<file path="src/rtl/rrcd_pkg.sv">
// shared types, codes and constants of the round-robin capacity dispatcher
package rrcd_pkg;

  // default worker count and load counter width
  localparam int unsigned WORKERS_DEFAULT = 8;
  localparam int unsigned LOAD_W          = 8;
  localparam int unsigned TAG_W           = 16;
  localparam int unsigned WID_W           = 3;
  localparam int unsigned CAP_W           = 8;
  localparam logic [CAP_W-1:0] CAPACITY_RESET = 8'd64;

  // request operation
  typedef enum logic [0:0] {
    OP_ASSIGN  = 1'b0,
    OP_RELEASE = 1'b1
  } op_e;

  // result status codes
  typedef enum logic [1:0] {
    ST_ASSIGNED    = 2'd0,
    ST_REJECTED    = 2'd1,
    ST_RELEASED    = 2'd2,
    ST_REL_IGNORED = 2'd3
  } status_e;

  // sequencer states
  typedef enum logic [1:0] {
    FSM_IDLE,
    FSM_SCAN,
    FSM_RELEASE
  } fsm_e;

  // input item
  typedef struct packed {
    op_e               op;
    logic [TAG_W-1:0]  client_tag;
    logic [WID_W-1:0]  target_worker;
  } req_t;

  // result item
  typedef struct packed {
    status_e           status;
    logic [WID_W-1:0]  chosen_worker;
    logic [TAG_W-1:0]  client_tag_out;
  } rsp_t;

endpackage

</file>
<file path="src/rtl/rrcd_load_mem.sv">
// worker load memory with per-entry valid bits and a registered read
module rrcd_load_mem #(
  parameter int unsigned WORKERS = rrcd_pkg::WORKERS_DEFAULT,
  parameter int unsigned IDX_W   = $clog2(WORKERS)
) (
  input  logic                      clk_i,
  input  logic                      rst_ni,
  input  logic [IDX_W-1:0]          rd_addr_i,
  output logic [rrcd_pkg::LOAD_W-1:0] rd_data_o,
  input  logic                      wr_en_i,
  input  logic [IDX_W-1:0]          wr_addr_i,
  input  logic [rrcd_pkg::LOAD_W-1:0] wr_data_i
);
  import rrcd_pkg::*;

  logic [LOAD_W-1:0]  mem_q [WORKERS];
  logic [WORKERS-1:0] vld_q;
  logic [LOAD_W-1:0]  rdata_q;
  logic               rvld_q;

  // storage write and registered read
  always_ff @(posedge clk_i) begin
    if (wr_en_i) begin
      mem_q[wr_addr_i] <= wr_data_i;
    end
    rdata_q <= mem_q[rd_addr_i];
  end

  // valid bits: an entry never written reads as zero load
  always_ff @(posedge clk_i or negedge rst_ni) begin
    if (!rst_ni) begin
      vld_q  <= '0;
      rvld_q <= 1'b0;
    end else begin
      if (wr_en_i) begin
        vld_q[wr_addr_i] <= 1'b1;
      end
      rvld_q <= vld_q[rd_addr_i];
    end
  end

  assign rd_data_o = rvld_q ? rdata_q : '0;

endmodule

</file>
<file path="src/rtl/round_robin_capacity_dispatcher_unit.sv">
// round-robin dispatcher top level: sequencer around the worker load memory
//
//  port group     dir  width            meaning
//  start/req_i    in   1 + req_t        request transfer, taken when start & !busy
//  busy           out  1                request channel cannot take a transfer
//  result_valid_o out  1                one-cycle strobe for the result transfer
//  rsp_o          out  rsp_t            result payload, valid with the strobe
//  cfg_we_i/wdata in   1 + 8            capacity register write
//
// An assign walks the load memory from the round-robin pointer, one worker per
// cycle, and visits at most WORKERS workers; a release handles its one target.
// The result strobe is registered and comes in the cycle after the last scan or release cycle.
// busy drops during the strobe cycle, so a new request may overlap it.
// Reset clears all loads (valid bits), the pointer and sets capacity to 64.
// The receiver cannot stall: each result is presented for exactly one cycle.
module round_robin_capacity_dispatcher_unit #(
  parameter int unsigned WORKERS = rrcd_pkg::WORKERS_DEFAULT
) (
  input  logic                       clk_i,
  input  logic                       rst_ni,
  input  logic                       start,
  output logic                       busy,
  input  rrcd_pkg::req_t             req_i,
  output logic                       result_valid_o,
  output rrcd_pkg::rsp_t             rsp_o,
  input  logic                       cfg_we_i,
  input  logic [rrcd_pkg::CAP_W-1:0] cfg_wdata_i
);
  import rrcd_pkg::*;

  localparam int unsigned IDX_W = $clog2(WORKERS);
  localparam int unsigned EXT_W = ((IDX_W > WID_W) ? IDX_W : WID_W) + 1;
  localparam logic [IDX_W-1:0] LAST_IDX = IDX_W'(WORKERS - 1);

  // registers
  fsm_e              state_q, state_d;
  logic [IDX_W-1:0]  ptr_q, ptr_d;
  logic [IDX_W-1:0]  idx_q, idx_d;
  logic [IDX_W-1:0]  cnt_q, cnt_d;
  logic [TAG_W-1:0]  tag_q, tag_d;
  logic [WID_W-1:0]  tgt_q, tgt_d;
  logic [CAP_W-1:0]  cap_q;
  rsp_t              rsp_q, rsp_d;
  logic              strobe_q, strobe_d;

  // memory port
  logic [IDX_W-1:0]  rd_addr;
  logic [LOAD_W-1:0] rd_data;
  logic              wr_en;
  logic [IDX_W-1:0]  wr_addr;
  logic [LOAD_W-1:0] wr_data;

  // helpers
  logic              accept;
  logic [EXT_W-1:0]  req_tgt_ext;
  logic [EXT_W-1:0]  tgt_ext;
  logic [EXT_W-1:0]  idx_ext;
  logic              req_tgt_ok;
  logic              tgt_ok;
  logic              hit;
  logic              scan_last;

  function automatic logic [IDX_W-1:0] wrap_idx(input logic [IDX_W-1:0] i);
    return (i == LAST_IDX) ? '0 : i + 1'b1;
  endfunction

  assign busy        = (state_q != FSM_IDLE);
  assign accept      = start && !busy;
  assign req_tgt_ext = EXT_W'(req_i.target_worker);
  assign tgt_ext     = EXT_W'(tgt_q);
  assign idx_ext     = EXT_W'(idx_q);
  assign req_tgt_ok  = (req_tgt_ext < EXT_W'(WORKERS));
  assign tgt_ok      = (tgt_ext < EXT_W'(WORKERS));
  assign hit         = (rd_data < cap_q);
  assign scan_last   = (cnt_q == LAST_IDX);

  // load memory
  rrcd_load_mem #(
    .WORKERS (WORKERS),
    .IDX_W   (IDX_W)
  ) u_load_mem (
    .clk_i     (clk_i),
    .rst_ni    (rst_ni),
    .rd_addr_i (rd_addr),
    .rd_data_o (rd_data),
    .wr_en_i   (wr_en),
    .wr_addr_i (wr_addr),
    .wr_data_i (wr_data)
  );

  // next state
  always_comb begin
    state_d = state_q;
    case (state_q)
      FSM_IDLE: begin
        if (accept) begin
          state_d = (req_i.op == OP_RELEASE) ? FSM_RELEASE : FSM_SCAN;
        end
      end
      FSM_SCAN: begin
        if (hit || scan_last) begin
          state_d = FSM_IDLE;
        end
      end
      FSM_RELEASE: state_d = FSM_IDLE;
      default:     state_d = FSM_IDLE;
    endcase
  end

  // datapath and memory control
  always_comb begin
    ptr_d    = ptr_q;
    idx_d    = idx_q;
    cnt_d    = cnt_q;
    tag_d    = tag_q;
    tgt_d    = tgt_q;
    rsp_d    = rsp_q;
    strobe_d = 1'b0;
    rd_addr  = ptr_q;
    wr_en    = 1'b0;
    wr_addr  = idx_q;
    wr_data  = rd_data + 1'b1;
    case (state_q)
      FSM_IDLE: begin
        // read the first candidate or the release target
        if (start && req_i.op == OP_RELEASE) begin
          rd_addr = req_tgt_ok ? req_tgt_ext[IDX_W-1:0] : '0;
        end
        if (accept) begin
          idx_d = ptr_q;
          cnt_d = '0;
          tag_d = req_i.client_tag;
          tgt_d = req_i.target_worker;
        end
      end
      FSM_SCAN: begin
        // check one worker, prefetch the following one
        rd_addr = wrap_idx(idx_q);
        rsp_d.client_tag_out = tag_q;
        if (hit) begin
          wr_en                = 1'b1;
          ptr_d                = wrap_idx(idx_q);
          rsp_d.status         = ST_ASSIGNED;
          rsp_d.chosen_worker  = idx_ext[WID_W-1:0];
          strobe_d             = 1'b1;
        end else if (scan_last) begin
          ptr_d                = wrap_idx(ptr_q);
          rsp_d.status         = ST_REJECTED;
          rsp_d.chosen_worker  = '0;
          strobe_d             = 1'b1;
        end else begin
          idx_d = wrap_idx(idx_q);
          cnt_d = cnt_q + 1'b1;
        end
      end
      FSM_RELEASE: begin
        // decrement unless out of range or already empty
        wr_addr              = tgt_ext[IDX_W-1:0];
        wr_data              = rd_data - 1'b1;
        rsp_d.client_tag_out = tag_q;
        rsp_d.chosen_worker  = tgt_q;
        strobe_d             = 1'b1;
        if (tgt_ok && rd_data != '0) begin
          wr_en        = 1'b1;
          rsp_d.status = ST_RELEASED;
        end else begin
          rsp_d.status = ST_REL_IGNORED;
        end
      end
      default: begin
        rd_addr = ptr_q;
      end
    endcase
  end

  // control registers
  always_ff @(posedge clk_i or negedge rst_ni) begin
    if (!rst_ni) begin
      state_q  <= FSM_IDLE;
      ptr_q    <= '0;
      cap_q    <= CAPACITY_RESET;
      strobe_q <= 1'b0;
    end else begin
      state_q  <= state_d;
      ptr_q    <= ptr_d;
      strobe_q <= strobe_d;
      if (cfg_we_i) begin
        cap_q <= cfg_wdata_i;
      end
    end
  end

  // payload registers
  always_ff @(posedge clk_i) begin
    idx_q <= idx_d;
    cnt_q <= cnt_d;
    tag_q <= tag_d;
    tgt_q <= tgt_d;
    rsp_q <= rsp_d;
  end

  assign result_valid_o = strobe_q;
  assign rsp_o          = rsp_q;

  // pointer always names an existing worker
  a_ptr_range: assert property (@(posedge clk_i) disable iff (!rst_ni)
    ptr_q <= LAST_IDX)
    else $error("round-robin pointer beyond last worker");

  // the scan never visits a worker twice
  a_scan_count: assert property (@(posedge clk_i) disable iff (!rst_ni)
    state_q == FSM_SCAN |-> cnt_q <= LAST_IDX)
    else $error("scan count beyond worker count");

  // loads change only while a request is in flight
  a_write_busy: assert property (@(posedge clk_i) disable iff (!rst_ni)
    wr_en |-> state_q != FSM_IDLE)
    else $error("load write while idle");

  // a release transfer yields its result through the release state and the result register
  a_release_lat: assert property (@(posedge clk_i) disable iff (!rst_ni)
    accept && req_i.op == OP_RELEASE |-> ##2 result_valid_o)
    else $error("release result missing");

  // results never come back to back
  a_strobe_gap: assert property (@(posedge clk_i) disable iff (!rst_ni)
    result_valid_o |=> !result_valid_o)
    else $error("result strobe longer than one cycle");

endmodule

</file>
<file path="config.mk">
export PLATFORM = sky130hd
export DESIGN_NAME = round_robin_capacity_dispatcher_unit
export DESIGN_NICKNAME = d
export VERILOG_FILES = /design/src/rtl/rrcd_pkg.sv /design/src/rtl/rrcd_load_mem.sv /design/src/rtl/round_robin_capacity_dispatcher_unit.sv
export SDC_FILE = /design/constraint.sdc
export NUM_CORES = 1
export LEC_CHECK = 0
export BUFFER_PORTS_ARGS = -buffer_cell sky130_fd_sc_hd__buf_2
export CAP_MARGIN = 40
export CORE_MARGIN = 2
export CORE_UTILIZATION = 34
export DETAILED_ROUTE_END_ITERATION = 10
export GPL_TIMING_DRIVEN = 0
export MAX_ROUTING_LAYER = met4
export PLACE_DENSITY_LB_ADDON = 0.1
export RECOVER_POWER = 25
export SETUP_SLACK_MARGIN = 0.05
export SYNTH_ARGS = -nofsm -noshare
export SYNTH_HDL_FRONTEND = slang
export SYNTH_SLANG_ARGS = --single-unit
</file>
<file path="constraint.sdc">
create_clock -name clk_i -period 4.1 [get_ports clk_i]
set_clock_uncertainty 0.1 [all_clocks]
set_input_delay 0.82 -clock clk_i [delete_from_list [all_inputs] [get_ports clk_i]]
set_output_delay 0.82 -clock clk_i [all_outputs]
set_load 0.01 [all_outputs]
</file>
== Yosys cells after proc, flatten, opt, wreduce, memory -nomap -nowiden ==
Memory sizes are Yosys's and may differ from the RTL's. A register that Yosys moved wholly into a read port is not among the register bits.
Index checks and enable logic that the tools add are counted.

* $add $sub $neg: 5
* Magnitude comparators: 6
* Eq/ne operators: 10
* Mux-type cells: 38
* Bitwise logic cells: 1
* Reduce and logical (&&, ||, !) cells: 17

{| class="wikitable"
|+ Operators with widths
! kind !! number
|-
| 21-bit one-hot mux with 2 select lines || 1
|-
| 3-bit 2-to-1 mux || 13
|-
| 3-bit one-hot mux with 2 select lines || 3
|-
| 3-bit by 4-bit less-than comparator with 1-bit output (second input constant) || 4
|-
| 8-bit 2-to-1 mux || 2
|-
| 5-bit 2-to-1 mux || 2
|-
| 3-bit by 1-bit adder with 3-bit output (second input constant) || 3
|-
| 3-bit == test (second input constant) || 3
|-
| 1-bit 2-to-1 mux || 9
|-
| 8-bit by 1-bit adder with 8-bit output (second input constant) || 1
|-
| 8-bit less-than comparator || 1
|-
| 2-bit != test (second input constant) || 4
|-
| 8-bit OR || 1
|-
| 2-bit AND reduction || 4
|-
| 2-bit nonzero test || 4
|-
| 8-bit nonzero test || 1
|-
| 8-bit by 1-bit subtractor with 8-bit output (second input constant) || 1
|-
| 2-bit 2-to-1 mux || 3
|-
| 1-bit logical AND || 4
|-
| 1-bit one-hot mux with 2 select lines || 2
|-
| 2-bit one-hot mux with 2 select lines || 1
|-
| 4-bit AND reduction || 1
|-
| 1-bit binary-select mux with 3-bit select || 1
|-
| 1-bit demux with 3-bit select || 1
|-
| 7 further kinds || 7
|}

* Bits in registers: 69
* Bits in writable memories: 64
* Word-level logic and storage cells: 91
* Memories: 1

{| class="wikitable"
|+ Memories
! name !! depth !! bits a word !! read ports !! clocked after Yosys merged registers in !! wr ports !! line !! RTL
|-
| u_load_mem.mem_q || 8 || 8 || 1 || 1 || 1 || rrcd_load_mem.sv:16 || <nowiki>logic [LOAD_W-1:0] mem_q [WORKERS];</nowiki>
|}

== Logic depth before layout (Yosys ltp) ==
Gate-level depths: netlist (run 1).

* Depth after elaboration: 7
* Gate-level depth with buffers: 10
* Mapped depth without buffers: 8

== Modules after synthesis ==
A second synthesis (run 1) with hierarchy kept.

* Cells, all modules: 360
* Area, all modules: 5,984.5 um2

{| class="wikitable"
|+ Modules (own cells, without submodules)
! module !! instances !! cells each !! area an instance (um2) !! seq. area each (um2)
|-
| rrcd_load_mem || 1 || 145 || 3,126.7 || 2,307.2
|-
| round_robin_capacity_dispatcher_unit || 1 || 215 || 2,857.7 || 1,732.9
|}

== Worst setup path before layout (run 1) ==
OpenSTA, ideal clock, no wires.

* Kind: register to register
* Start point: register u_load_mem.rvld_q
* End point: memory u_load_mem.mem_q[0][0] (enable)
* Library setup time: 0.370 ns
* Arrival: 2.423 ns
* Path slack: 1.207 ns
* Cell stages (with the launch flop): 10
* Path buffers: 2
* Clock period less this slack: 2.893 ns
* Path through: dfrtp_1 -> clkbuf_1 -> and2_1 -> ha_1 -> a21o_1 -> a21oi_1 -> o211a_1 -> a31oi_4 -> buf_6 -> nor2_1

* Longest elaborated chain between the ends: 7
* Elaborated cells on any way between the ends: 9
* Those cells by class: order compare (1); mux (6); reduce/logical (2)

{| class="wikitable"
|+ RTL lines
! item !! line !! RTL
|-
| start: declaration || rrcd_load_mem.sv:19 || <nowiki>logic rvld_q;</nowiki>
|-
| start signal: assignment || rrcd_load_mem.sv:38 || <nowiki>rvld_q <= vld_q[rd_addr_i];</nowiki>
|-
| 8-bit 2-to-1 mux * || rrcd_load_mem.sv:42 || <nowiki>assign rd_data_o = rvld_q ? rdata_q : '0;</nowiki>
|-
| branches (longest 3 deep; another with 8-bit less-than comparator) || n/a ||
|-
| 1-bit one-hot mux with 2 select lines * || round_robin_capacity_dispatcher_unit.sv:123 || <nowiki>case (state_q)</nowiki>
|-
| 1-bit 2-to-1 mux * || rrcd_load_mem.sv:23 || <nowiki>if (wr_en_i) begin</nowiki>
|-
| 1-bit 2-to-1 mux (implied by the code) * || rrcd_load_mem.sv:24 || <nowiki>mem_q[wr_addr_i] <= wr_data_i;</nowiki>
|-
| end: declaration || rrcd_load_mem.sv:16 ||
|}

Mark *: on every way between the ends.

== Worst setup path in the final report (run 1) ==
* Start point: register u_load_mem.rvld_q
* End point: memory u_load_mem.mem_q[3][6] (enable)

Same word-level chain as after synthesis.

==> parameters.txt, run 1 <==
Parameter                              Value

Yosys
  Syn Area/Cell    14.11 um^2
  Share of the synthesized netlist area taken by xor and xnor gates    0.009701
  Warnings from Yosys    0
  Total standard cell area after synthesis    6320 um^2
  Largest family of logic cells by synthesized area    compound AO/OA/AOI/OAI gates
  Cell type with the highest aggregate area in the netlist    sky130_fd_sc_hd__edfxtp_1
  Fraction of post-synthesis cell area in the top cell type by area    0.5227
  Adder-Cell Fraction of Synth Area    0.04276
  Post-synthesis mux area share    0.01346
  Syn Nets    501
  Most used flip-flop cell after synthesis    sky130_fd_sc_hd__edfxtp_1
  Cell with the most instances after synthesis    sky130_fd_sc_hd__edfxtp_1
  Post-synth top cells    sky130_fd_sc_hd__edfxtp_1, sky130_fd_sc_hd__and3_1, sky130_fd_sc_hd__nand2_1, sky130_fd_sc_hd__dfrtp_1, sky130_fd_sc_hd__ha_1
  FFs w/ async S/R, synth    0.1631
  Sequential-to-total area share from yosys stat    0.6393
  Complex-gate fraction of the synthesized area    0.1461
  Cells after synthesis    448
  EDFF count, synth    110
  Area fraction in and, or, nand and nor cells after synthesis    0.1152
  Yosys reg bits    141
  Post-synthesis cell type count    66
  Cell types with the largest area share after synthesis    sky130_fd_sc_hd__edfxtp_1, sky130_fd_sc_hd__dfrtp_1, sky130_fd_sc_hd__and3_1, sky130_fd_sc_hd__ha_1, sky130_fd_sc_hd__dfxtp_1

STA
  Count of endpoints failing hold in the final timing report    0
  Transition time at the pin with the least slew margin    1.399 ns
  Maximum frequency from static timing analysis    273.7 MHz
  Final-report setup violation count    0
  Worst rel slew slack    0.06700
  Setup repair after global routing missed its margin    no
  Fin. max-slew vios    0
  Final TNS setup    0 ns
  Final clock period utilization by the worst path    0.8910
  Post-layout min period    3.653 ns

Die
  Standard cell core area    18090 um^2
  Die Area    19690 um^2
  # IOs    55
  Vertical extent of the die    140.3 um
  Die width    140.3 um
  Initial cell density of the core    0.3494
  Row Count    49

Worst setup path
  Arrival time reported for the critical path endpoint    3.60 ns
  Worst path cell trace    clkbuf_1 -> and2_1 -> ha_1 -> a21o_1 -> a21oi_1 -> o211a_1 -> a31oi_4 -> buf_6 -> nor2_1
  Worst reg2reg path depth    9
  Buf+Inv Stages, Crit Path    2
  Required arrival time at the worst endpoint    4.04 ns
  Terminus of the critical flop-to-flop path    u_load_mem.mem_q[3][6]
  Largest fanout on the critical path    10
  Kind of launch point of the worst setup path    flop
  Crit path capture type    flop
  Family with the most delay on the worst path    compound AO/OA/AOI/OAI gates
  R2r setup slk    0.45 ns
  Slowest stage delay, CP    0.67 ns
  Worst r2r src    u_load_mem.rvld_q
  Critical Setup Path Class    flop to flop
  Slowest stage cell, crit path    sky130_fd_sc_hd__nor2_1

Cells and area
  Layout filler cell count    1670
  Share of post-route cells with drive strength above 1    0.2364
  Number of antenna repair diodes    0
  Sequential standard cell area    4040 um^2
  Area occupied by multi-input gates    2068 um^2
  Growth of design area from synthesis to finish    17.74%
  Layout net count    573

Worst hold path
  Worst min-delay path category    flop to flop
  Number of stages on the worst hold path    0
  Launch instance of the worst min-delay path    tag_q[5]
  Worst Hold End    rsp_o[5]

Clock network
  Maximum buffer depth of the clock tree    2
  Htree depth    4
  Total clock buffers created by CTS    17
  Worst skew pair latency    0.42 ns
  Clk root buf    sky130_fd_sc_hd__clkbuf_16
  Total of hold buffers inserted after clock tree synthesis    0
  Count of cells resized by post-cts repair    0
  Clock Pin Slew Worst Setup and Hold Paths    0.07 ns
  Clock tree from TritonCTS    yes
  Clock sinks    141
  Buffers inserted during post-CTS setup optimization    0

Detailed routing
  Routed wire per std cell    18.35 um
  Pre-Repair DR Iteration Count    4
  Post-route ant nets    0
  Remaining routing DRC violations    0
  Vias post-DR    3921
  Total routed wirelength    13980 um
  Vias per cell    5.146
  Number of DRC markers in iteration 0    191

Power
  Power Total    6.900 mW
  Leakage    2.853 nW
  Cell Pwr Density    927.3 nW/um^2
  Worst IR Drop VDD    351.7 uV

Global routing
  Wire length of the first global-routing pass    22470 um
  Largest net degree at the start of global routing    24
  Antenna violations before repair    0
  Vias in the first global route    4100
  Global route total overflow    0
  Total global routing track utilization    0.1547

Run
  Maximum capacitance violations    0

Placed design
  Weighted congestion at the end of routability-driven global placement    0.7775
  Half-perimeter wire length after placement    10150 um
  Port bufs    52

Outcome
  Outcome    finished, final reports clean
## final cells by class
type / count / share of cell area
buffer: 22 / 0.01934
sequential: 141 / 0.5430
tap: 229 / 0.03851
timing repair buffer: 53 / 0.03481
clock inverter: 15 / 0.02068
inverter: 17 / 0.008576
multi-input combinational: 268 / 0.2780
clock buffer: 17 / 0.05717
## power breakdown
part           switching [mW]  internal, mW
sequential              0.177          2.29
clock                   0.650         0.857
combinational            1.91          1.02
total                    2.73          4.17
## how the worst max path moves through the flow
stage                 startpoint                endpoint  depth (start not counted)
5_1_grt        u_load_mem.rvld_q  u_load_mem.mem_q[3][6]                          9
2_1_floorplan  u_load_mem.rvld_q  u_load_mem.mem_q[0][0]                          9
3_5_place_dp   u_load_mem.rvld_q  u_load_mem.mem_q[4][6]                          9
6_report       u_load_mem.rvld_q  u_load_mem.mem_q[3][6]                          9
3_3_place_gp   u_load_mem.rvld_q  u_load_mem.mem_q[4][5]                          9
4_1_cts        u_load_mem.rvld_q  u_load_mem.mem_q[4][1]                          9
## state kept, by name (all words and copies together) (netlist names)
register            count
ptr_q                   3
state_q                 2
u_load_mem.rvld_q       1
cnt_q                   3
u_load_mem.vld_q        8
tag_q                  16
tgt_q                   3
result_valid_o          1
cap_q                   8
u_load_mem.mem_q       64
rsp_o                  21
idx_q                   3
u_load_mem.rdata_q      8
## per-stage QoR
stage | setup WS [ns] | cell area (um^2) | hold slack (ns) | util | instances
floorplan | 1.207 | 6320 | 0.3003 | - | 448
global placement | 0.4777 | 6867 | 0.3007 | 0.3797 | 729
detailed placement | 0.4634 | 6872 | 0.3045 | 0.3799 | 730
CTS | 0.4199 | 7451 | 0.3079 | 0.4120 | 762
global route | 0.1266 | 7441 | 0.3231 | 0.4114 | 762
finish | 0.4470 | 7441 | 0.3186 | 0.4114 | 762
## cells in the final DEF (no fill, tap or decap), types with 7 or more instances in the layout
cell type                   count
sky130_fd_sc_hd__nor2_1        16
sky130_fd_sc_hd__a21o_1         7
sky130_fd_sc_hd__nand2_1       25
sky130_fd_sc_hd__a211oi_1      18
sky130_fd_sc_hd__nor4_1        11
sky130_fd_sc_hd__edfxtp_1     110
sky130_fd_sc_hd__a2111oi_2      8
sky130_fd_sc_hd__buf_2         54
sky130_fd_sc_hd__and2_1         9
sky130_fd_sc_hd__and3_1        42
sky130_fd_sc_hd__o21bai_1       8
sky130_fd_sc_hd__clkbuf_1      12
sky130_fd_sc_hd__inv_1         16
sky130_fd_sc_hd__a21oi_1        7
sky130_fd_sc_hd__dfrtp_1       22
sky130_fd_sc_hd__ha_1          20
sky130_fd_sc_hd__clkbuf_16     17
sky130_fd_sc_hd__o21ai_0       11
sky130_fd_sc_hd__dfxtp_1        8
## kinds of logic (layout without fill, tap and decap cells)
| kind of cell | Yosys count | in the layout |
|---|---|---|
| flops | 141 | 141 |
| simple gates | 130 | 130 |
| compound gates | 102 | 102 |
| buf+inv | 39 | 124 |
| fa+ha+maj | 21 | 21 |
| mux | 8 | 8 |
| xor+xnor | 7 | 7 |
## per-layer routing
metal,global-route usage,part of all wire,vias up,routed length [um]
met2,0.2451,0.48,51,6759
met5,-,0,-,0
li1,-,-,1895,-
met3,0.03214,0.027,16,382
met1,0.1955,0.47,1959,6617
met4,0.06061,0.016,0,225
Power figures use the tool's default switching activity.
==> inputs of run 2 (changes only) <==
--- a/config.mk
+++ b/config.mk
@@ -14,7 +14,9 @@
 export MAX_ROUTING_LAYER = met4
 export PLACE_DENSITY_LB_ADDON = 0.1
 export RECOVER_POWER = 25
+export REMOVE_ABC_BUFFERS = 1
 export SETUP_SLACK_MARGIN = 0.05
+export SLEW_MARGIN = 20
 export SYNTH_ARGS = -nofsm -noshare
 export SYNTH_HDL_FRONTEND = slang
 export SYNTH_SLANG_ARGS = --single-unit
==> run 2 against run 1 <==
  * Critical path depth is 1 lower
  * Non-clock buffer count is 7 lower
  * Sequential share of layout area is 0.16 points lower
  * Routed wire length is 1.1% higher
  * Die area stayed put
  * Setup slack better by 0.33 ns
  * Clock power hardly changed
  * Worst hold slack worse by 0.0015 ns
  * Via count is 0.87% lower
  * Sequential cell count stayed put
  * Global-route usage is 0.12 points higher
  * Critical path type unchanged
  * Critical endpoint is now u_load_mem.rdata_q[1]
  * Largest power group unchanged
  * Highest routed layer unchanged
==> parameters.txt, run 2 (synthesized netlist as in run 1, its figures left out) <==
Parameter                              Value

Worst setup path
  Largest fanout on the critical path    15 (was 10)
  Slowest stage delay, CP    0.63 ns (was 0.67 ns)
  Family with the most delay on the worst path    simple AND/OR/NAND/NOR gates (was compound AO/OA/AOI/OAI gates)
  Worst path cell trace    inv_1 -> ha_1 -> nor3b_2 -> a21o_1 -> or2_1 -> buf_8 -> a2111oi_0 -> nor4_1 (was clkbuf_1 -> and2_1 -> ha_1 -> a21o_1 -> a21oi_1 -> o211a_1 -> a31oi_4 -> buf_6 -> nor2_1)
  Crit path capture type    flop (unchanged)
  R2r setup slk    0.78 ns (was 0.45 ns)
  Worst reg2reg path depth    8 (was 9)
  Terminus of the critical flop-to-flop path    u_load_mem.rdata_q[1] (was u_load_mem.mem_q[3][6])
  Kind of launch point of the worst setup path    flop (unchanged)
  Slowest stage cell, crit path    sky130_fd_sc_hd__ha_1 (was sky130_fd_sc_hd__nor2_1)
  Arrival time reported for the critical path endpoint    3.47 ns (was 3.60 ns)
  Required arrival time at the worst endpoint    4.25 ns (was 4.04 ns)
  Worst r2r src    state_q[1] (was u_load_mem.rvld_q)
  Buf+Inv Stages, Crit Path    2 (unchanged)
  Critical Setup Path Class    flop to flop (unchanged)

Power
  Cell Pwr Density    930.3 nW/um^2 (was 927.3 nW/um^2)
  Leakage    2.871 nW (was 2.853 nW)
  Worst IR Drop VDD    387.7 uV (was 351.7 uV)

Global routing
  Routing layer with the top usage in global route    met2 (unchanged)
  Global routing met1 resource utilization    0.1933 (was 0.1955)
  Global route total overflow    0 (unchanged)
  Wire length of the first global-routing pass    22450 um (was 22470 um)
  Met3 track demand over resource in global routing    0.03726 (was 0.03214)
  Largest net degree at the start of global routing    38 (was 24)
  Vias in the first global route    4011 (was 4100)
  Met2 GRT Util    0.2559 (was 0.2451)
  Total global routing track utilization    0.1558 (was 0.1547)
  Antenna violations before repair    0 (unchanged)

Detailed routing
  Total routed wirelength    14140 um (was 13980 um)
  Post-route ant nets    0 (unchanged)
  Pre-Repair DR Iteration Count    4 (unchanged)
  Remaining routing DRC violations    0 (unchanged)
  Vias post-DR    3887 (was 3921)
  Vias per cell    5.148 (was 5.146)
  Number of DRC markers in iteration 0    199 (was 191)
  Routed wire per std cell    18.72 um (was 18.35 um)

Clock network
  Total of hold buffers inserted after clock tree synthesis    0 (unchanged)
  Clock tree from TritonCTS    yes (unchanged)
  Buffers inserted during post-CTS setup optimization    0 (unchanged)
  Count of cells resized by post-cts repair    0 (unchanged)
  Htree depth    4 (unchanged)
  Clk root buf    sky130_fd_sc_hd__clkbuf_16 (unchanged)
  Clock Pin Slew Worst Setup and Hold Paths    0.06 ns (was 0.07 ns)
  Maximum buffer depth of the clock tree    2 (unchanged)
  Clock sinks    141 (unchanged)
  Total clock buffers created by CTS    17 (unchanged)
  Worst skew pair latency    0.42 ns (about the same)

Die
  Die Area    19690 um^2 (unchanged)
  Initial cell density of the core    0.3494 (unchanged)
  Row Count    49 (unchanged)
  Die width    140.3 um (unchanged)
  Vertical extent of the die    140.3 um (unchanged)
  Standard cell core area    18090 um^2 (unchanged)
  # IOs    55 (unchanged)

Placed design
  Weighted congestion at the end of routability-driven global placement    0.7714 (was 0.7775)
  Half-perimeter wire length after placement    9905 um (was 10150 um)
  Port bufs    54 (was 52)

Cells and area
  Sequential standard cell area    4040 um^2 (unchanged)
  Leading cell types in the layout, fill and taps excluded    sky130_fd_sc_hd__edfxtp_1, sky130_fd_sc_hd__buf_2, sky130_fd_sc_hd__and3_1, sky130_fd_sc_hd__nand2_1, sky130_fd_sc_hd__dfrtp_1 (unchanged)
  Area occupied by multi-input gates    2068 um^2 (unchanged)
  Growth of design area from synthesis to finish    18.10% (was 17.74%)
  Most common cell after layout, fill and taps aside    sky130_fd_sc_hd__edfxtp_1 (unchanged)
  Number of antenna repair diodes    0 (unchanged)
  Layout net count    566 (was 573)
  Share of post-route cells with drive strength above 1    0.2376 (was 0.2364)
  Largest register by flop count    u_load_mem.mem_q (unchanged)
  Layout filler cell count    1685 (was 1670)
  Flip-flop count of the largest register after layout    64 (unchanged)

STA
  Post-layout min period    3.322 ns (was 3.653 ns)
  Worst rel slew slack    0.01628 (was 0.06700)
  Worst hold slack    0.3171 ns (was 0.3186 ns)
  Fin. max-slew vios    0 (unchanged)
  Final clock period utilization by the worst path    0.8104 (was 0.8910)
  Final TNS setup    0 ns (unchanged)
  Setup repair after global routing missed its margin    no (unchanged)
  Count of endpoints failing hold in the final timing report    0 (unchanged)
  Maximum frequency from static timing analysis    301.0 MHz (was 273.7 MHz)
  Final-report setup violation count    0 (unchanged)
  Transition time at the pin with the least slew margin    1.476 ns (was 1.399 ns)

Outcome
  Outcome    finished, final reports clean (unchanged)

Worst hold path
  Launch instance of the worst min-delay path    tag_q[4] (was tag_q[5])
  Number of stages on the worst hold path    0 (unchanged)
  Worst min-delay path category    flop to flop (unchanged)
  Worst Hold End    rsp_o[4] (was rsp_o[5])

Run
  Maximum capacitance violations    0 (unchanged)
-- run 2: cell count changes in the layout (fill, tap and decap cells not counted), sizes merged --
| cell | previous run | this run |
|---|---|---|
| bufinv | 1 | 2 |
| clkbuf | 30 | 24 |
| clkinv | 4 | 3 |
| inv | 25 | 24 |
-- run 2: area by class of cell --
class / count / share of cell area
repair buffers: 68 / 0.05583
multi-input cells: 268 / 0.2771
well taps: 229 / 0.03839
inverters: 17 / 0.008550
flip-flops and latches: 141 / 0.5413
clock buffers: 18 / 0.05750
clock inverters: 14 / 0.02129
-- run 2: report_power, final --
group	internal, mW	switching (mW)	leakage (nW)
combinational	1.02	1.93	1.22
clock	0.911	0.624	0.284
sequential	2.28	0.172	1.37
total	4.21	2.73	2.87
-- run 2: metal layers --
layer / share of wire / vias up
met2: 0.48 / 62
met3: 0.035 / 20
li1: - / 1882
met1: 0.48 / 1923
met5: 0 / -
met4: 0.013 / 0
-- run 2: worst max path at each step --
stage / from / cells after the start / to / slack (ns)
finish: state_q[1] / 8 / u_load_mem.rdata_q[1] / 0.78
floorplan: u_load_mem.rvld_q / 7 / cnt_q[0] / 1.30
global route: state_q[1] / 8 / u_load_mem.rdata_q[1] / 0.42
CTS: state_q[0] / 8 / u_load_mem.rdata_q[3] / 0.41
detailed placement: start / 7 / u_load_mem.rdata_q[3] / 0.24
global placement: start / 7 / u_load_mem.rdata_q[3] / 0.30
-- run 2: metrics by stage --
stage	instance area (um^2)	setup WS (ns)	util	total power [mW]	cells
final	7463	0.7776	0.4127	6.943	755
after global routing	7463	0.4163	0.4127	7.419	755
after CTS	7435	0.4103	0.4111	6.977	752
after detailed placement	6847	0.2442	0.3786	5.422	720
after global placement	6729	0.3028	0.3721	5.271	709
after floorplan	6172	1.300	-	4.359	426
==> inputs of run 3 (changes only) <==
==> constraint.sdc (replaced) <==
create_clock -name clk_i -period 3 [get_ports clk_i]
set_clock_uncertainty 0.1 [all_clocks]
set_input_delay 0.6 -clock clk_i [delete_from_list [all_inputs] [get_ports clk_i]]
set_output_delay 0.6 -clock clk_i [all_outputs]
set_load 0.01 [all_outputs]
==> run 3 against run 2 <==
  * The flow now finishes with violations (capacitance limit)
  * Sequential share of layout area fell by 1.6 points
  * Count of clock-buffer cells in the layout did not move
  * Setup slack got worse by 0.60 ns
  * Non-clock buffer count rose by 5
  * Critical endpoint is now u_load_mem.mem_q[1][1]
  * Worst hold slack got worse by 0.056 ns
  * Die area did not move
  * Critical path depth rose by 1
  * Sequential cell count did not move
  * Sequential power rose by 37%
  * Via count rose by 1.7%
==> parameters.txt, run 3 (synthesized netlist as in run 1, its figures left out) <==
Parameter                              Value

Power
  Internal power component    5.951 mW (was 4.213 mW)
  Worst IR Drop VDD    546.0 uV (was 387.7 uV)
  Sw Share    0.3975 (was 0.3932)
  Cell Pwr Density    1284 nW/um^2 (was 930.3 nW/um^2)
  Leakage    2.915 nW (was 2.871 nW)
  Power Total    9.877 mW (was 6.943 mW)
  Register share of total power    0.340 (was 0.354)
  Clock group share of total power    0.213 (was 0.221)
  Switching power    3.926 mW (was 2.730 mW)
  Combinational power share    0.447 (was 0.425)

Cells and area
  Largest register by flop count    u_load_mem.mem_q (unchanged)
  Flip-flop count of the largest register after layout    64 (unchanged)
  Share of post-route cells with drive strength above 1    0.2857 (was 0.2376)
  Growth of design area from synthesis to finish    21.68% (was 18.10%)
  Leading cell types in the layout, fill and taps excluded    sky130_fd_sc_hd__edfxtp_1, sky130_fd_sc_hd__buf_2, sky130_fd_sc_hd__and3_1, sky130_fd_sc_hd__nand2_1, sky130_fd_sc_hd__dfrtp_1 (unchanged)
  Layout net count    572 (was 566)
  Number of antenna repair diodes    0 (unchanged)
  Most common cell after layout, fill and taps aside    sky130_fd_sc_hd__edfxtp_1 (unchanged)

Worst hold path
  Worst min-delay path category    primary input to flop (was flop to flop)
  Number of stages on the worst hold path    1 (was 0)
  Launch instance of the worst min-delay path    req_i[6] (was tag_q[4])

Worst setup path
  Largest fanout on the critical path    17 (was 15)
  Worst reg2reg path depth    9 (was 8)
  Worst setup path start    u_load_mem.rvld_q (was state_q[1])
  Arrival time reported for the critical path endpoint    2.85 ns (was 3.47 ns)
  Critical Setup Path Class    flop to flop (unchanged)
  Kind of launch point of the worst setup path    flop (unchanged)
  Worst r2r src    u_load_mem.rvld_q (was state_q[1])
  Crit path capture type    flop (unchanged)
  Required arrival time at the worst endpoint    3.03 ns (was 4.25 ns)

Detailed routing
  Met3 routed wirelength    652 um (was 496 um)
  Highest routed layer    met4 (unchanged)
  Post-route ant nets    0 (unchanged)
  Vias post-DR    3954 (was 3887)
  Number of DRC markers in iteration 0    228 (was 199)
  Detailed-route wire length on metal 1    6690 um (was 6716 um)
  Remaining routing DRC violations    0 (unchanged)
  Routed wire per std cell    19.27 um (was 18.72 um)
  Pre-Repair DR Iteration Count    4 (unchanged)
  Vias per cell    5.196 (was 5.148)
  Total routed wirelength    14670 um (was 14140 um)
  Length of routed met2 wiring    7108 um (was 6740 um)

STA
  Worst rel slew slack    0.004956 (was 0.01628)
  Count of endpoints failing hold in the final timing report    0 (unchanged)
  Post-layout min period    2.827 ns (was 3.322 ns)
  Transition time at the pin with the least slew margin    1.493 ns (was 1.476 ns)
  Setup repair after global routing missed its margin    no (unchanged)
  Least setup slack across all paths after layout    0.1732 ns (was 0.7776 ns)
  Fin. max-slew vios    0 (unchanged)
  Final clock period utilization by the worst path    0.9423 (was 0.8104)
  Final-report setup violation count    0 (unchanged)
  Maximum frequency from static timing analysis    353.8 MHz (was 301.0 MHz)

Die
  Row Count    49 (unchanged)
  # IOs    55 (unchanged)
  Die Area    19690 um^2 (unchanged)
  Die width    140.3 um (unchanged)
  Vertical extent of the die    140.3 um (unchanged)
  Initial cell density of the core    0.3494 (unchanged)
  Standard cell core area    18090 um^2 (unchanged)

Placed design
  Port bufs    54 (unchanged)
  Pre-CTS setup slack    -0.6836 ns (was 0.2442 ns)
  Half-perimeter wire length after placement    9905 um (unchanged)
  Weighted congestion at the end of routability-driven global placement    0.7714 (unchanged)

Global routing
  Total global routing track utilization    0.1612 (was 0.1558)
  Antenna violations before repair    0 (unchanged)
  Vias in the first global route    4094 (was 4011)
  Global route total overflow    0 (unchanged)
  Wire length of the first global-routing pass    23140 um (was 22450 um)
  Largest net degree at the start of global routing    37 (was 38)

Clock network
  Clock tree from TritonCTS    yes (unchanged)
  Htree depth    4 (unchanged)
  Worst skew pair latency    0.42 ns (about the same)
  Clock Pin Slew Worst Setup and Hold Paths    0.06 ns (about the same)
  Clk root buf    sky130_fd_sc_hd__clkbuf_16 (unchanged)
  Maximum buffer depth of the clock tree    2 (unchanged)
  Clock sinks    141 (unchanged)
  Total clock buffers created by CTS    17 (unchanged)

Outcome
  Outcome    finished, violations left (was finished, final reports clean)
  Violations in the final reports    capacitance limit

Run
  Maximum capacitance violations    1 (was 0)
run 3: cell types whose count changed in the layout (fill, tap and decap cells not counted), sizes merged:
cell and change:
buf +6, clkbuf -1, a32oi +1
run 3: final timing paths:
| check | endpoint | slack (ns) |
|---|---|---|
| worst max-delay path | u_load_mem.mem_q[1][1] | 0.17 |
| worst min-delay path | tag_q[3] | 0.26 |
| worst max register to register | u_load_mem.mem_q[1][1] | 0.17 |
| worst min register to register | rsp_o[4] | 0.32 |
| max in group asynchronous | u_load_mem.rvld_q | 1.38 |
| min in group asynchronous | ptr_q[0] | 0.43 |
run 3: stage by stage:
step | utilization | TNS [ns] | instances | hold WS [ns] | cell area (um^2)
4_1_cts | 0.4223 | 0 | 758 | 0.1042 | 7637
3_3_place_gp | 0.3721 | -46.21 | 709 | 0.3006 | 6729
6_report | 0.4252 | 0 | 761 | 0.2614 | 7690
5_1_grt | 0.4252 | 0 | 761 | 0.2412 | 7690
2_1_floorplan | - | 0 | 426 | 0.2044 | 6172
3_5_place_dp | 0.3786 | -23.48 | 720 | 0.3052 | 6847
run 3: power groups by stage:
| stage | Clock [mW] | Sequential, mW | Combinational (mW) |
|---|---|---|---|
| after CTS | 2.15 | 3.37 | 4.35 |
| after detailed placement | 0 | 3.41 | 4.00 |
| final | 2.10 | 3.36 | 4.42 |
| after global placement | 0 | 3.40 | 3.81 |
| after global routing | 2.23 | 3.42 | 4.88 |
| after floorplan | 0 | 3.42 | 2.54 |
run 3: routing by layer:
layer,up-vias,global-route usage
li1,1900,-
met1,1948,0.1994
met2,88,0.2650
met3,18,0.03761
met4,0,0.04785
met5,-,-
run 3: what timing repair did:
action,CTS,global route
pin swaps,3,4
buffers inserted,5,2
hold buffers,0,0
endpoints found under the setup margin,95,42
resized for setup,29,8
gates cloned,1,0
run 3: area by class of cell:
| type | count | area (um^2) |
|---|---|---|
| Multi-Input combinational cell | 269 | 2233 |
| Clock buffer | 18 | 429.2 |
| Fill cell | 1665 | 10400 |
| Sequential cell | 141 | 4041 |
| Inverter | 17 | 66.31 |
| Clock inverter | 14 | 158.9 |
| Timing Repair Buffer | 73 | 474.2 |
| Tap cell | 229 | 286.5 |
run 3: critical path, cell delays in order, from the launching register on:
cell and delay (ns):
sky130_fd_sc_hd__dfrtp_2 0.50, sky130_fd_sc_hd__and2_1 0.20, sky130_fd_sc_hd__ha_1 0.31, sky130_fd_sc_hd__a21o_1 0.20, sky130_fd_sc_hd__a21oi_2 0.23, sky130_fd_sc_hd__o211a_1 0.28, sky130_fd_sc_hd__a31oi_4 0.11, sky130_fd_sc_hd__buf_12 0.17
sky130_fd_sc_hd__nor2_4 0.21, sky130_fd_sc_hd__buf_4 0.20
